==> config.mk <==
export PLATFORM = sky130hd
export DESIGN_NAME = openpgp_keyring_stream_validator
export DESIGN_NICKNAME = d
export VERILOG_FILES = /design/src/rtl/okv_pkg.sv /design/src/rtl/okv_fifo.sv /design/src/rtl/okv_front.sv /design/src/rtl/okv_scan.sv /design/src/rtl/openpgp_keyring_stream_validator.sv
export SDC_FILE = /design/constraint.sdc
export NUM_CORES = 1
export LEC_CHECK = 0
export ABC_AREA = 1
export BUFFER_PORTS_ARGS = -buffer_cell sky130_fd_sc_hd__buf_4
export CAP_MARGIN = 20
export CORE_MARGIN = 2
export CORE_UTILIZATION = 57
export DETAILED_ROUTE_END_ITERATION = 8
export GPL_TIMING_DRIVEN = 0
export PLACE_DENSITY_LB_ADDON = 0.08
export RECOVER_POWER = 100
export SYNTH_ARGS = -nofsm -noshare
export SYNTH_HDL_FRONTEND = slang
export SYNTH_SLANG_ARGS = --single-unit
==> constraint.sdc <==
create_clock -name i_clk -period 9.22 [get_ports i_clk]
set_input_delay 0 -clock i_clk [delete_from_list [all_inputs] [get_ports i_clk]]
set_output_delay 0 -clock i_clk [all_outputs]
set_load 0.02 [all_outputs]
==> src/rtl/okv_pkg.sv <==
`timescale 1ns / 1ps
// ============================================================================
// okv_pkg: shared types and constants of the keyring stream validator
// Payload structs, classified byte entries, stop reason codes, limits.
// ============================================================================
package okv_pkg;

    // Reset value of the region size register
    localparam logic [31:0] MAX_REGION_RST = 32'd16777216;
    // Packet count that ends a scan
    localparam logic [19:0] PACKET_LIMIT   = 20'd1000000;
    // Default depth of the front and result queues
    localparam int          QUEUE_DEPTH_DEF = 4;

    // OpenPGP packet tags that the order check knows
    localparam logic [5:0] TAG_SIG     = 6'd2;
    localparam logic [5:0] TAG_PUBKEY  = 6'd6;
    localparam logic [5:0] TAG_SECKEY  = 6'd7;
    localparam logic [5:0] TAG_USERID  = 6'd13;
    localparam logic [5:0] TAG_PUBSUB  = 6'd14;
    localparam logic [5:0] TAG_SECSUB  = 6'd17;

    // Stop reasons
    localparam logic [2:0] RSN_BAD_HDR  = 3'd0;
    localparam logic [2:0] RSN_ORDER    = 3'd1;
    localparam logic [2:0] RSN_INDET    = 3'd2;
    localparam logic [2:0] RSN_TRUNC    = 3'd3;
    localparam logic [2:0] RSN_OVERRUN  = 3'd4;
    localparam logic [2:0] RSN_FULL     = 3'd5;
    localparam logic [2:0] RSN_LIMIT    = 3'd6;
    localparam logic [2:0] RSN_PARTIAL  = 3'd7;

    typedef struct packed {
        logic [7:0] data_byte;
        logic       start_of_region;
        logic       end_of_source;
    } t_okv_in;

    typedef struct packed {
        logic        found;
        logic [31:0] carved_length;
        logic [19:0] packet_total;
        logic [2:0]  stop_reason;
    } t_okv_out;

    // Kind of packet tag, as the order check sees it
    typedef enum logic [2:0] {
        TK_FREE,    // signature or user id
        TK_PUB,
        TK_SEC,
        TK_PSUB,
        TK_SSUB,
        TK_OTHER
    } t_okv_tag;

    // Class of a first new-format length octet
    typedef enum logic [1:0] {
        NL_ONE,     // one-octet length
        NL_TWO,     // two-octet length
        NL_FIVE,    // 0xFF followed by four octets
        NL_PART     // partial body length
    } t_okv_nlen;

    // Byte entry as classified by the front end
    typedef struct packed {
        logic [7:0] data_byte;
        logic       start_of_region;
        logic       end_of_source;
        logic       bad_hdr;
        logic       new_fmt;
        t_okv_tag   tag_kind;
        logic       old_indet;
        logic [2:0] old_len_bytes;
        t_okv_nlen  nlen;
    } t_okv_item;

endpackage

==> src/rtl/okv_fifo.sv <==
`timescale 1ns / 1ps
// ============================================================================
// okv_fifo: small register queue
// First-word-fall-through queue with count-based full and empty.
// ============================================================================
module okv_fifo #(
    parameter int  DEPTH = okv_pkg::QUEUE_DEPTH_DEF,
    parameter type T     = logic
) (
    input  logic i_clk,
    input  logic i_rst_n,
    input  logic i_wr,
    input  T     i_wdata,
    output logic o_full,
    input  logic i_rd,
    output logic o_empty,
    output T     o_rdata
);

    localparam int PW = (DEPTH > 1) ? $clog2(DEPTH) : 1;
    localparam int CW = $clog2(DEPTH + 1);

    T                r_mem [DEPTH];
    logic [PW-1:0]   r_wp;
    logic [PW-1:0]   r_rp;
    logic [CW-1:0]   r_cnt;
    logic [PW-1:0]   n_wp;
    logic [PW-1:0]   n_rp;
    logic [CW-1:0]   n_cnt;
    logic            wr_ok;
    logic            rd_ok;

    assign o_full  = (r_cnt == CW'(DEPTH));
    assign o_empty = (r_cnt == '0);
    assign o_rdata = r_mem[r_rp];
    assign wr_ok   = i_wr && !o_full;
    assign rd_ok   = i_rd && !o_empty;

    always_comb begin
        n_wp  = r_wp;
        n_rp  = r_rp;
        n_cnt = r_cnt;
        if (wr_ok) begin
            n_wp = (r_wp == PW'(DEPTH - 1)) ? '0 : r_wp + 1'b1;
        end
        if (rd_ok) begin
            n_rp = (r_rp == PW'(DEPTH - 1)) ? '0 : r_rp + 1'b1;
        end
        if (wr_ok && !rd_ok) begin
            n_cnt = r_cnt + 1'b1;
        end else if (rd_ok && !wr_ok) begin
            n_cnt = r_cnt - 1'b1;
        end
    end

    always_ff @(posedge i_clk) begin
        if (!i_rst_n) begin
            r_wp  <= '0;
            r_rp  <= '0;
            r_cnt <= '0;
        end else begin
            r_wp  <= n_wp;
            r_rp  <= n_rp;
            r_cnt <= n_cnt;
        end
    end

    always_ff @(posedge i_clk) begin
        if (wr_ok) begin
            r_mem[r_wp] <= i_wdata;
        end
    end

endmodule

==> src/rtl/okv_front.sv <==
`timescale 1ns / 1ps
// ============================================================================
// okv_front: byte intake and classification
// Decode header fields of each incoming byte and queue the classified entry.
// ============================================================================
module okv_front #(
    parameter int DEPTH = okv_pkg::QUEUE_DEPTH_DEF
) (
    input  logic               i_clk,
    input  logic               i_rst_n,
    input  logic               i_push,
    input  okv_pkg::t_okv_in   i_data,
    output logic               o_full,
    input  logic               i_take,
    output logic               o_valid,
    output okv_pkg::t_okv_item o_item
);

    okv_pkg::t_okv_item cls;
    logic [7:0]         b;
    logic [5:0]         tag;
    logic               empty;

    assign b = i_data.data_byte;

    always_comb begin
        tag = b[6] ? b[5:0] : {2'b00, b[5:2]};

        cls.data_byte       = b;
        cls.start_of_region = i_data.start_of_region;
        cls.end_of_source   = i_data.end_of_source;
        cls.bad_hdr         = !b[7] || (b == 8'hFF);
        cls.new_fmt         = b[6];
        cls.old_indet       = (b[1:0] == 2'b11);

        case (tag)
            okv_pkg::TAG_SIG:    cls.tag_kind = okv_pkg::TK_FREE;
            okv_pkg::TAG_USERID: cls.tag_kind = okv_pkg::TK_FREE;
            okv_pkg::TAG_PUBKEY: cls.tag_kind = okv_pkg::TK_PUB;
            okv_pkg::TAG_SECKEY: cls.tag_kind = okv_pkg::TK_SEC;
            okv_pkg::TAG_PUBSUB: cls.tag_kind = okv_pkg::TK_PSUB;
            okv_pkg::TAG_SECSUB: cls.tag_kind = okv_pkg::TK_SSUB;
            default:             cls.tag_kind = okv_pkg::TK_OTHER;
        endcase

        case (b[1:0])
            2'b00:   cls.old_len_bytes = 3'd1;
            2'b01:   cls.old_len_bytes = 3'd2;
            default: cls.old_len_bytes = 3'd4;
        endcase

        if (b < 8'd192) begin
            cls.nlen = okv_pkg::NL_ONE;
        end else if (b <= 8'd223) begin
            cls.nlen = okv_pkg::NL_TWO;
        end else if (b == 8'hFF) begin
            cls.nlen = okv_pkg::NL_FIVE;
        end else begin
            cls.nlen = okv_pkg::NL_PART;
        end
    end

    okv_fifo #(
        .DEPTH (DEPTH),
        .T     (okv_pkg::t_okv_item)
    ) u_queue (
        .i_clk   (i_clk),
        .i_rst_n (i_rst_n),
        .i_wr    (i_push),
        .i_wdata (cls),
        .o_full  (o_full),
        .i_rd    (i_take),
        .o_empty (empty),
        .o_rdata (o_item)
    );

    assign o_valid = !empty;

endmodule

==> src/rtl/okv_scan.sv <==
`timescale 1ns / 1ps
// ============================================================================
// okv_scan: packet header walker
// Track header, length and payload phases, check key order, emit the result.
// ============================================================================
module okv_scan (
    input  logic               i_clk,
    input  logic               i_rst_n,
    input  logic [31:0]        i_max_region,
    input  logic               i_valid,
    input  okv_pkg::t_okv_item i_item,
    output logic               o_take,
    input  logic               i_res_full,
    output logic               o_res_push,
    output okv_pkg::t_okv_out  o_res
);

    typedef enum logic [5:0] {
        ST_IDLE     = 6'b000001,
        ST_TAG      = 6'b000010,
        ST_NEWLEN1  = 6'b000100,
        ST_NEW2     = 6'b001000,
        ST_LENBYTES = 6'b010000,
        ST_PAYLOAD  = 6'b100000
    } t_phase;

    t_phase      r_phase,  n_phase;
    logic [32:0] r_pos,    n_pos;
    logic [31:0] r_last,   n_last;
    logic [2:0]  r_hbl,    n_hbl;
    logic [31:0] r_lacc,   n_lacc;
    logic [31:0] r_pl,     n_pl;
    logic [19:0] r_cnt,    n_cnt;
    logic        r_pub,    n_pub;
    logic        r_sec,    n_sec;

    always_comb begin
        t_phase      ph;
        logic        start;
        logic        eos;
        logic [32:0] pos;
        logic [19:0] cnt;
        logic        pub;
        logic        sec;
        logic        ok;
        logic        do_acc;
        logic [31:0] len;
        logic [33:0] pend;
        logic [19:0] cnt_inc;
        logic [31:0] lacc_sh;
        logic [2:0]  hbl_dec;
        logic        fin;
        logic [2:0]  rsn;

        start   = i_item.start_of_region;
        eos     = i_item.end_of_source;
        o_take  = i_valid && !i_res_full;

        // a region start drops any running scan
        ph      = start ? ST_TAG : r_phase;
        pos     = start ? '0 : r_pos;
        cnt     = start ? '0 : r_cnt;
        pub     = start ? 1'b0 : r_pub;
        sec     = start ? 1'b0 : r_sec;

        ok      = 1'b0;
        do_acc  = 1'b0;
        len     = '0;
        pend    = '0;
        fin     = 1'b0;
        rsn     = okv_pkg::RSN_BAD_HDR;
        cnt_inc = cnt + 20'd1;
        lacc_sh = {r_lacc[23:0], i_item.data_byte};
        hbl_dec = (r_hbl != 3'd0) ? r_hbl - 3'd1 : 3'd0;

        n_phase = r_phase;
        n_pos   = r_pos;
        n_last  = r_last;
        n_hbl   = r_hbl;
        n_lacc  = r_lacc;
        n_pl    = r_pl;
        n_cnt   = r_cnt;
        n_pub   = r_pub;
        n_sec   = r_sec;

        if (o_take) begin
            n_phase = ph;
            n_pos   = pos + 33'd1;
            n_last  = start ? '0 : r_last;
            n_hbl   = start ? '0 : r_hbl;
            n_lacc  = start ? '0 : r_lacc;
            n_pl    = start ? '0 : r_pl;
            n_cnt   = cnt;
            n_pub   = pub;
            n_sec   = sec;

            if (start && (i_max_region == '0)) begin
                fin = 1'b1;
                rsn = okv_pkg::RSN_FULL;
            end else begin
                case (ph)
                    ST_TAG: begin
                        if (i_item.bad_hdr) begin
                            fin = 1'b1;
                            rsn = okv_pkg::RSN_BAD_HDR;
                        end else begin
                            if (cnt == '0) begin
                                ok    = (i_item.tag_kind == okv_pkg::TK_PUB) ||
                                        (i_item.tag_kind == okv_pkg::TK_SEC);
                                n_pub = (i_item.tag_kind == okv_pkg::TK_PUB);
                                n_sec = (i_item.tag_kind == okv_pkg::TK_SEC);
                            end else begin
                                case (i_item.tag_kind)
                                    okv_pkg::TK_FREE: ok = 1'b1;
                                    okv_pkg::TK_PUB: begin
                                        ok    = !sec;
                                        n_pub = 1'b1;
                                    end
                                    okv_pkg::TK_SEC: begin
                                        ok    = !pub;
                                        n_sec = 1'b1;
                                    end
                                    okv_pkg::TK_PSUB: ok = pub && !sec;
                                    okv_pkg::TK_SSUB: ok = sec && !pub;
                                    default:          ok = 1'b0;
                                endcase
                            end
                            n_lacc = '0;
                            if (!ok) begin
                                fin = 1'b1;
                                rsn = okv_pkg::RSN_ORDER;
                            end else if (!i_item.new_fmt && i_item.old_indet) begin
                                fin = 1'b1;
                                rsn = okv_pkg::RSN_INDET;
                            end else begin
                                n_hbl   = i_item.new_fmt ? 3'd1 : i_item.old_len_bytes;
                                n_phase = i_item.new_fmt ? ST_NEWLEN1 : ST_LENBYTES;
                                if (eos) begin
                                    fin = 1'b1;
                                    rsn = okv_pkg::RSN_TRUNC;
                                end
                            end
                        end
                    end
                    ST_NEWLEN1: begin
                        case (i_item.nlen)
                            okv_pkg::NL_ONE: begin
                                do_acc = 1'b1;
                                len    = {24'd0, i_item.data_byte};
                            end
                            okv_pkg::NL_TWO: begin
                                // first octet minus 192 is its low five bits
                                n_lacc  = {27'd0, i_item.data_byte[4:0]};
                                n_hbl   = 3'd1;
                                n_phase = ST_NEW2;
                                if (eos) begin
                                    fin = 1'b1;
                                    rsn = okv_pkg::RSN_TRUNC;
                                end
                            end
                            okv_pkg::NL_FIVE: begin
                                n_lacc  = '0;
                                n_hbl   = 3'd4;
                                n_phase = ST_LENBYTES;
                                if (eos) begin
                                    fin = 1'b1;
                                    rsn = okv_pkg::RSN_TRUNC;
                                end
                            end
                            default: begin
                                fin = 1'b1;
                                rsn = okv_pkg::RSN_PARTIAL;
                            end
                        endcase
                    end
                    ST_NEW2: begin
                        do_acc = 1'b1;
                        len    = {19'd0, r_lacc[4:0], i_item.data_byte} + 32'd192;
                    end
                    ST_LENBYTES: begin
                        n_lacc = lacc_sh;
                        n_hbl  = hbl_dec;
                        if (hbl_dec == 3'd0) begin
                            do_acc = 1'b1;
                            len    = lacc_sh;
                        end else if (eos) begin
                            fin = 1'b1;
                            rsn = okv_pkg::RSN_TRUNC;
                        end
                    end
                    ST_PAYLOAD: begin
                        n_pl = (r_pl != '0) ? r_pl - 32'd1 : '0;
                        if (n_pl == '0) begin
                            n_phase = ST_TAG;
                        end
                        if (eos) begin
                            fin = 1'b1;
                            rsn = okv_pkg::RSN_TRUNC;
                        end
                    end
                    default: begin
                        // outside a region: drop the byte
                        n_pos = r_pos;
                    end
                endcase
            end

            if (do_acc) begin
                pend = {1'b0, pos} + 34'd1 + {2'b00, len};
                if (pend > {2'b00, i_max_region}) begin
                    fin = 1'b1;
                    rsn = okv_pkg::RSN_OVERRUN;
                end else begin
                    n_last = pend[31:0];
                    n_cnt  = cnt_inc;
                    if (pend[31:0] == i_max_region) begin
                        fin = 1'b1;
                        rsn = okv_pkg::RSN_FULL;
                    end else if (cnt_inc >= okv_pkg::PACKET_LIMIT) begin
                        fin = 1'b1;
                        rsn = okv_pkg::RSN_LIMIT;
                    end else if (eos) begin
                        fin = 1'b1;
                        rsn = okv_pkg::RSN_TRUNC;
                    end else begin
                        n_pl    = len;
                        n_hbl   = 3'd0;
                        n_phase = (len != '0) ? ST_PAYLOAD : ST_TAG;
                    end
                end
            end

            if (fin) begin
                n_phase = ST_IDLE;
            end
        end

        o_res_push          = o_take && fin;
        o_res.found         = (n_cnt != '0);
        o_res.carved_length = (n_cnt != '0) ? n_last : '0;
        o_res.packet_total  = n_cnt;
        o_res.stop_reason   = rsn;
    end

    always_ff @(posedge i_clk) begin
        if (!i_rst_n) begin
            r_phase <= ST_IDLE;
            r_pos   <= '0;
            r_last  <= '0;
            r_hbl   <= '0;
            r_lacc  <= '0;
            r_pl    <= '0;
            r_cnt   <= '0;
            r_pub   <= 1'b0;
            r_sec   <= 1'b0;
        end else begin
            r_phase <= n_phase;
            r_pos   <= n_pos;
            r_last  <= n_last;
            r_hbl   <= n_hbl;
            r_lacc  <= n_lacc;
            r_pl    <= n_pl;
            r_cnt   <= n_cnt;
            r_pub   <= n_pub;
            r_sec   <= n_sec;
        end
    end

endmodule

==> src/rtl/openpgp_keyring_stream_validator.sv <==
`timescale 1ns / 1ps
// ============================================================================
// openpgp_keyring_stream_validator: OpenPGP keyring stream validator
// Walk packet headers of a byte stream, check keyring order and report the
// carved length of the region once the walk stops.
// ============================================================================
//
// Channel  | Handshake                 | Payload             | Transfer when
// ---------+---------------------------+---------------------+------------------
// input    | push (in), full (out)     | i_data (t_okv_in)   | push && !full
// result   | empty (out), pop (in)     | o_result (t_okv_out)| pop && !empty
// config   | i_cfg_valid, o_cfg_ready  | i_cfg_data (32 b)   | valid && ready
//
// Cycles: one byte per clock sustained while the result queue has room; a byte
// transfers into the front queue, the walker consumes one queued byte per clock
// and writes at most one result. Empty falls once the walker has taken the
// stopping byte from the front queue and pushed its result into the result queue.
// Stalls: a full result queue holds the walker; the front queue keeps taking
// bytes until it too fills, then full rises.
// Reset: synchronous, active low; clears both queues and the walker, and loads
// the region size register with its default. No clearing pass is needed.
// ============================================================================
module openpgp_keyring_stream_validator #(
    parameter int QUEUE_DEPTH = okv_pkg::QUEUE_DEPTH_DEF
) (
    input  logic              i_clk,
    input  logic              i_rst_n,
    // byte input
    input  logic              push,
    input  okv_pkg::t_okv_in  i_data,
    output logic              full,
    // results
    output logic              empty,
    input  logic              pop,
    output okv_pkg::t_okv_out o_result,
    // region size register
    input  logic              i_cfg_valid,
    output logic              o_cfg_ready,
    input  logic [31:0]       i_cfg_data
);

    logic [31:0]        r_max_region;
    logic               item_valid;
    okv_pkg::t_okv_item item;
    logic               item_take;
    logic               res_full;
    logic               res_push;
    okv_pkg::t_okv_out  res;

    // Register writes must arrive only while the block is idle; the block does not enforce it and is always ready.
    assign o_cfg_ready = 1'b1;

    always_ff @(posedge i_clk) begin
        if (!i_rst_n) begin
            r_max_region <= okv_pkg::MAX_REGION_RST;
        end else if (i_cfg_valid && o_cfg_ready) begin
            r_max_region <= i_cfg_data;
        end
    end

    // Front: classify each byte and queue it.
    okv_front #(
        .DEPTH (QUEUE_DEPTH)
    ) u_front (
        .i_clk   (i_clk),
        .i_rst_n (i_rst_n),
        .i_push  (push),
        .i_data  (i_data),
        .o_full  (full),
        .i_take  (item_take),
        .o_valid (item_valid),
        .o_item  (item)
    );

    // Back: walk headers and payloads, advance only when a result slot is free.
    okv_scan u_scan (
        .i_clk        (i_clk),
        .i_rst_n      (i_rst_n),
        .i_max_region (r_max_region),
        .i_valid      (item_valid),
        .i_item       (item),
        .o_take       (item_take),
        .i_res_full   (res_full),
        .o_res_push   (res_push),
        .o_res        (res)
    );

    // Result queue: hold finished results until the consumer pops them.
    okv_fifo #(
        .DEPTH (QUEUE_DEPTH),
        .T     (okv_pkg::t_okv_out)
    ) u_res_q (
        .i_clk   (i_clk),
        .i_rst_n (i_rst_n),
        .i_wr    (res_push),
        .i_wdata (res),
        .o_full  (res_full),
        .i_rd    (pop),
        .o_empty (empty),
        .o_rdata (o_result)
    );

endmodule

# ---- Word-level counts from Yosys, hierarchy flattened
# Memories as Yosys holds them, arrays and structs flattened. A register that Yosys moved wholly into a read port is not among the register bits.
# Cells that the tools add are included.
dict set report classes {
  addsub 15
  order_cmp 4
  eq_ne 27
  n_mux 135
  n_reduce_logical 48
}
# cell n
set op_table {}
lappend op_table {{two-way mux 32 bit} 20}
lappend op_table {{one-hot mux 32 bit (3 select lines)} 2}
lappend op_table {{two-way mux 33 bit} 3}
lappend op_table {{two-way mux 6 bit} 14}
lappend op_table {{two-way mux 3 bit} 27}
lappend op_table {{two-way mux 20 bit} 4}
lappend op_table {{logical NOT 32 bit} 2}
lappend op_table {{one-hot mux 32 bit (2 select lines)} 1}
lappend op_table {{nonzero test 32 bit} 2}
lappend op_table {{two-way mux 1 bit} 39}
lappend op_table {{adder 33 x 1 -> 34 bit, second input constant} 1}
lappend op_table {{adder 34 x 32 -> 34 bit} 1}
lappend op_table {{greater-than comparator 34 x 32 -> 1 bit} 1}
lappend op_table {{adder 33 x 1 -> 33 bit, second input constant} 1}
lappend op_table {{equality test 32 bit} 1}
lappend op_table {{subtractor 32 x 1 -> 32 bit, second input constant} 1}
lappend op_table {{two-way mux 2 bit} 11}
lappend op_table {{adder 20 x 1 -> 20 bit, second input constant} 1}
lappend op_table {{>= comparator 20 bit, second input constant} 1}
lappend op_table {{logical NOT 20 bit} 1}
lappend op_table {{nonzero test 20 bit} 1}
lappend op_table {{equality test 6 x 3 -> 1 bit, second input constant} 3}
lappend op_table {{equality test 6 x 4 -> 1 bit, second input constant} 3}
lappend op_table {{one-hot mux 3 bit (2 select lines)} 3}
lappend op_table {{36 further kinds} 85}
dict set report totals {
  ff_bits 206
  ramBits 308
  input_bits 47
  out_inout_bits 59
  word_cells 247
  memories 2
}
# memory depth width rd rd_clocked_by_memory_dff wr line_no
set mem_list {}
lappend mem_list {u_res_q.r_mem 4 56 1 1 1 okv_fifo.sv:23} ;# T r_mem [DEPTH];
lappend mem_list {u_front.u_queue.r_mem 4 21 1 1 1 okv_fifo.sv:23}

# ---- Depth between registers and ports, before layout
dict set report depth {
  ltp_word 26
  ltp_mapped 57
  ltp_nobuf 53
}

# ---- Cells and area by module
# Synthesis repeated with hierarchy kept, for this count alone.
dict set report unflattened {
  cells_unflattened 3515
  hier_area_um2 28607.4
}
# module n_inst cells_each area_per_inst_um2 seq_area_each_um2
set by_module_without_submodules {}
lappend by_module_without_submodules {okv_scan 1 2359 14114.8 3042.9}
lappend by_module_without_submodules {{okv_fifo (u_res_q)} 1 614 9127.5 6906.6}
lappend by_module_without_submodules {{okv_fifo (u_front.u_queue)} 1 276 3683.5 2702.6}
lappend by_module_without_submodules {openpgp_keyring_stream_validator 1 203 1343.8 640.6}
lappend by_module_without_submodules {okv_front 1 63 337.8 0.0}

# ---- Worst setup path after synthesis
# No wires, ideal clock.
dict set report synth_timing {
  path_kind {reg2reg}
  startpoint {register (tool-made name)}
  endpoint {memory u_res_q.r_mem[0][0] (netlist name), enable pin}
  setup_ns 0.470
  arrival_time_ns 8.585
  required_ns 8.750
  slack_ns 0.164
  stages_incl_launch_ff 45
  n_path_buf 6
  synth_period_minus_slack_ns 9.056
  cell_sequence {dfxtp_1 clkbuf_1 clkbuf_1 clkbuf_1 nand2_1 a32oi_1 inv_1 ha_1 nand2_1 nand2_1 inv_2 nand2_4 buf_6 buf_4 inv_1 nor2_1 ha_1 inv_1 [... 9 more ...] ha_1 nand2_1 nor4_1 nand2_1 nand2_1 nand2_1 nand2_1 nand2_1 nand2_1 nand2_1 clkbuf_1 nand4_1 clkinv_1 nand3_4 nand2_1 nand2_1 nand2_2 nor2_1}
}
# item line_no
set synth_lines {}
lappend synth_lines {{to (decl)} okv_fifo.sv:23}

==> run summary <==
critical path type: reg2reg
Reg power frac: 0.321
Std-Cell Rows: 80
Synth Cell Area: 27,400 um2
EDFF count, synth: 304
status: finished, violations left
Synth Register Bits: 506
dpl cells: 4,158
Async S/R FF share, synth: 0
Placer Congestion: 1.01
Critical Path RT: 9.73 ns
slowest CP cell: fa_1
Final Util: 0.660
# IOs: 106
fin crit share: 0.957
Worst Hold Class: in2reg
peak supply drop: 206 uV
share of post-route cells with drive strength above 1: 0.0716
Die ar.: 49,900 um2
vias: 26,088
Reg2Reg Setup Slack: 0.39 ns
TritonCTS Buffers: 54
CTS sink count: 506
syn_nets: 3,563
routed vias/inst: 6.05
clk_lat worst skew: 0.64 ns
max-slew violations: 0
Initial Utilization: 0.576
port bufs: 104
ys flop type: edfxtp_1
DRT Pass-1 Iters: 8
crit start category: flop
final setup violation count: 0
DRC: 0
WHS Path Cells: 5
H-tree lvl count: 2
Antenna Cells: 0
Seq/Total Area, Yosys: 0.480
first-pass GRT wire length: 136,000 um
sw power: 4140 uW
Hold Path End: u_front.u_queue.r_wp[1]
CP peak stage delay: 0.44 ns
Reg clk slew, reported paths: 0.06 ns
slew at the pin closest to its max-slew limit: 1.37 ns
fin worst setup slack: 0.394 ns
antenna-violating nets left: 0
crit path DAT: 9.34 ns
WL/cell: 20.9 um
pin count of the biggest net entering global routing: 30
clock network power share: 0.243
Crit. End Element: flop
R2R Path End: u_res_q.r_cnt[1]
Yosys cell types: 59
Hold Fails Final Rpt: 2
CP most frequent cell: nand2_1
post-synthesis area per instance: 8.00 um2
internal power: 5200 uW
hold slack final: -0.0446 ns
worst rel slew slack: 0.0789
reg2reg path depth: 45
power per cell area: 297 nW/um2
MaxCap Viol Count: 0
die width: 223 um
fin nets: 3,789
Final Non-Filler Cells: 4,314
Combinational Power Share: 0.436
Post-Syn Instances: 3,428
Root Driver: clkbuf_16
Final min period: 8.83 ns
initial detailed-routing violation count: 2,735
vias in the first global route: 24,789
Placement Setup Slack: -0.960 ns
Ys Warns: 0
Leak: 0.0125 uW
total track usage: 0.353
DIE HEIGHT: 223 um
core area: 47,600 um2
clk buf depth: 3
violated checks: negative hold slack
Area Growth Syn to Fin: 14.6%
sw frac: 0.443
Clock Skews: 0.0239 ns
drt total wl: 90,100 um
CTS tree: yes
antenna violations before repair: 0
hold_sp: push
Layout fillers: 4,019
HPWL Detailed: 65,700 um
Max Fanout on Critical Path: 10
Max Freq: 113 MHz
Congestion Overflow GR: 0
-- sequential cells by signal (all words and copies together), names as in the netlist, 3 cells and up, named ones only --
signal and cells:
u_res_q.r_cnt 3, u_scan.r_lacc 24, u_scan.r_phase 6, u_scan.r_pos 33, u_scan.r_hbl 3, u_scan.r_cnt 20, u_scan.r_last 32, u_front.u_queue.r_mem 80
r_max_region 32, u_scan.r_pl 32, u_res_q.r_mem 224, u_front.u_queue.r_cnt 3
-- how the worst max path moves through the flow --
stage	start	endpoint
6_report	flop	u_res_q.r_cnt[1]
5_1_grt	flop	u_res_q.r_cnt[1]
4_1_cts	flop	u_res_q.r_cnt[1]
3_5_place_dp	flop	u_res_q.r_mem[1][36]
3_3_place_gp	flop	u_res_q.r_mem[3][37]
2_1_floorplan	flop	u_res_q.r_mem[0][0]
-- synthesized netlist by cell type (3+ instances only) --
library cell / number / area, um2
a211oi_1: 5 / 37.5
a21o_1: 3 / 22.5
a21oi_1: 226 / 1130
a31oi_1: 51 / 319
a32oi_1: 4 / 35.0
and2_1: 7 / 43.8
and3_1: 3 / 18.8
buf_1: 17 / 63.8
buf_2: 15 / 75.1
buf_4: 6 / 45.0
buf_6: 8 / 90.1
clkbuf_1: 115 / 432
clkinv_1: 5 / 18.8
dfxtp_1: 202 / 4040
edfxtp_1: 304 / 9130
fa_1: 3 / 60.1
ha_1: 85 / 1060
inv_1: 340 / 1280
inv_2: 30 / 113
nand2_1: 651 / 2440
nand2_2: 12 / 75.1
nand3_1: 202 / 1010
nand3_2: 4 / 40.0
nand3b_1: 6 / 45.0
nand4_1: 55 / 344
nor2_1: 437 / 1640
nor2_2: 10 / 62.6
nor2_4: 4 / 45.0
nor3_1: 42 / 210
nor3_2: 4 / 40.0
nor4_1: 17 / 106
nor4_2: 3 / 37.5
o211ai_1: 11 / 82.6
o21a_1: 7 / 52.6
o21ai_0: 319 / 1600
o21ai_1: 13 / 65.1
o21bai_1: 4 / 30.0
o221ai_1: 3 / 26.3
o22ai_1: 92 / 576
o31ai_1: 7 / 52.6
or2_2: 13 / 81.3
xnor2_1: 18 / 158
xor2_1: 44 / 385
-- cells in the final DEF (no fill, tap or decap), types with 13 or more instances in the layout --
cell type,Yosys,final
nand2_1,651,653
nor2_1,437,433
inv_1,340,341
o21ai_0,319,317
edfxtp_1,304,304
a21oi_1,226,226
nand3_1,202,202
dfxtp_1,202,202
clkbuf_1,115,195
o22ai_1,92,92
ha_1,85,85
nand4_1,55,55
dlygate4sd3_1,0,55
clkbuf_16,0,54
a31oi_1,51,51
buf_4,6,43
nor3_1,42,42
xor2_1,44,38
inv_2,30,29
xnor2_1,18,18
nor4_1,17,17
buf_1,17,13
or2_2,13,13
-- metrics by stage --
stage | total power, uW | area, um2 | TNS, ns
final | 9340 | 31400 | 0
after global routing | 9830 | 31400 | -0.0501
after CTS | 9390 | 31700 | 0
after detailed placement | 7090 | 29300 | -194.75
after global placement | 6950 | 29000 | -959.37
after floorplan | 5580 | 27400 | 0
-- power groups by stage --
stage | Clock (uW) | Sequential [uW] | Combinational, uW
2_1_floorplan | 0 | 3000 | 2580
3_3_place_gp | 0 | 3040 | 3910
3_5_place_dp | 0 | 3030 | 4060
4_1_cts | 2290 | 2990 | 4120
5_1_grt | 2380 | 3030 | 4420
6_report | 2270 | 3000 | 4070
-- final cells by class --
cell class,count,area (um2),share of cell area
buffer,156,697,0.0222
clock buffer,62,1390,0.0442
clock inverter,39,453,0.0144
inverter,376,1410,0.0449
multi-input combinational,2386,12300,0.390
sequential,506,13200,0.419
tap,615,769,0.0245
timing repair buffer,174,1270,0.0405
-- layer usage --
metal	vias up	part of all wire	routed length, um	GRT usage
met5	-	0	0	0
met4	0	0.042	3770	0.147
met3	247	0.081	7270	0.0556
met2	1307	0.47	42600	0.587
met1	12411	0.40	36500	0.462
li1	12123	-	-	-
-- worst max-delay path: cells and delay by family, from the launching register on --
family | cells | cell delay, ns
adders and majority gates | 6 | 1.81
and+or+nand+nor | 18 | 2.80
buffers and inverters | 12 | 1.89
DFF | 1 | 0.30
xor gates and xnor gates | 1 | 0.34
AOI/OAI and AO/OA | 8 | 1.55
-- cell families after synthesis --
kind of cell | count (synthesis) | share of synthesized area
other cells | 1 | 0.000137
xor+xnor | 62 | 0.0198
compound gates | 757 | 0.151
buf+inv | 537 | 0.0772
simple gates | 1477 | 0.231
flops | 506 | 0.480
fa+ha+maj | 88 | 0.0410
-- repair_timing --
action | 4_1_cts | 5_1_grt
setup endpoints to repair | 362 | 360
hold endpoints to repair | 127 | 0
pin swaps | 1 | 2
hold buffers | 55 | 0
resized for setup | 13 | 25
cloned | 1 | 0
setup buffers | 0 | 3
(Power assumes the default switching activity.)
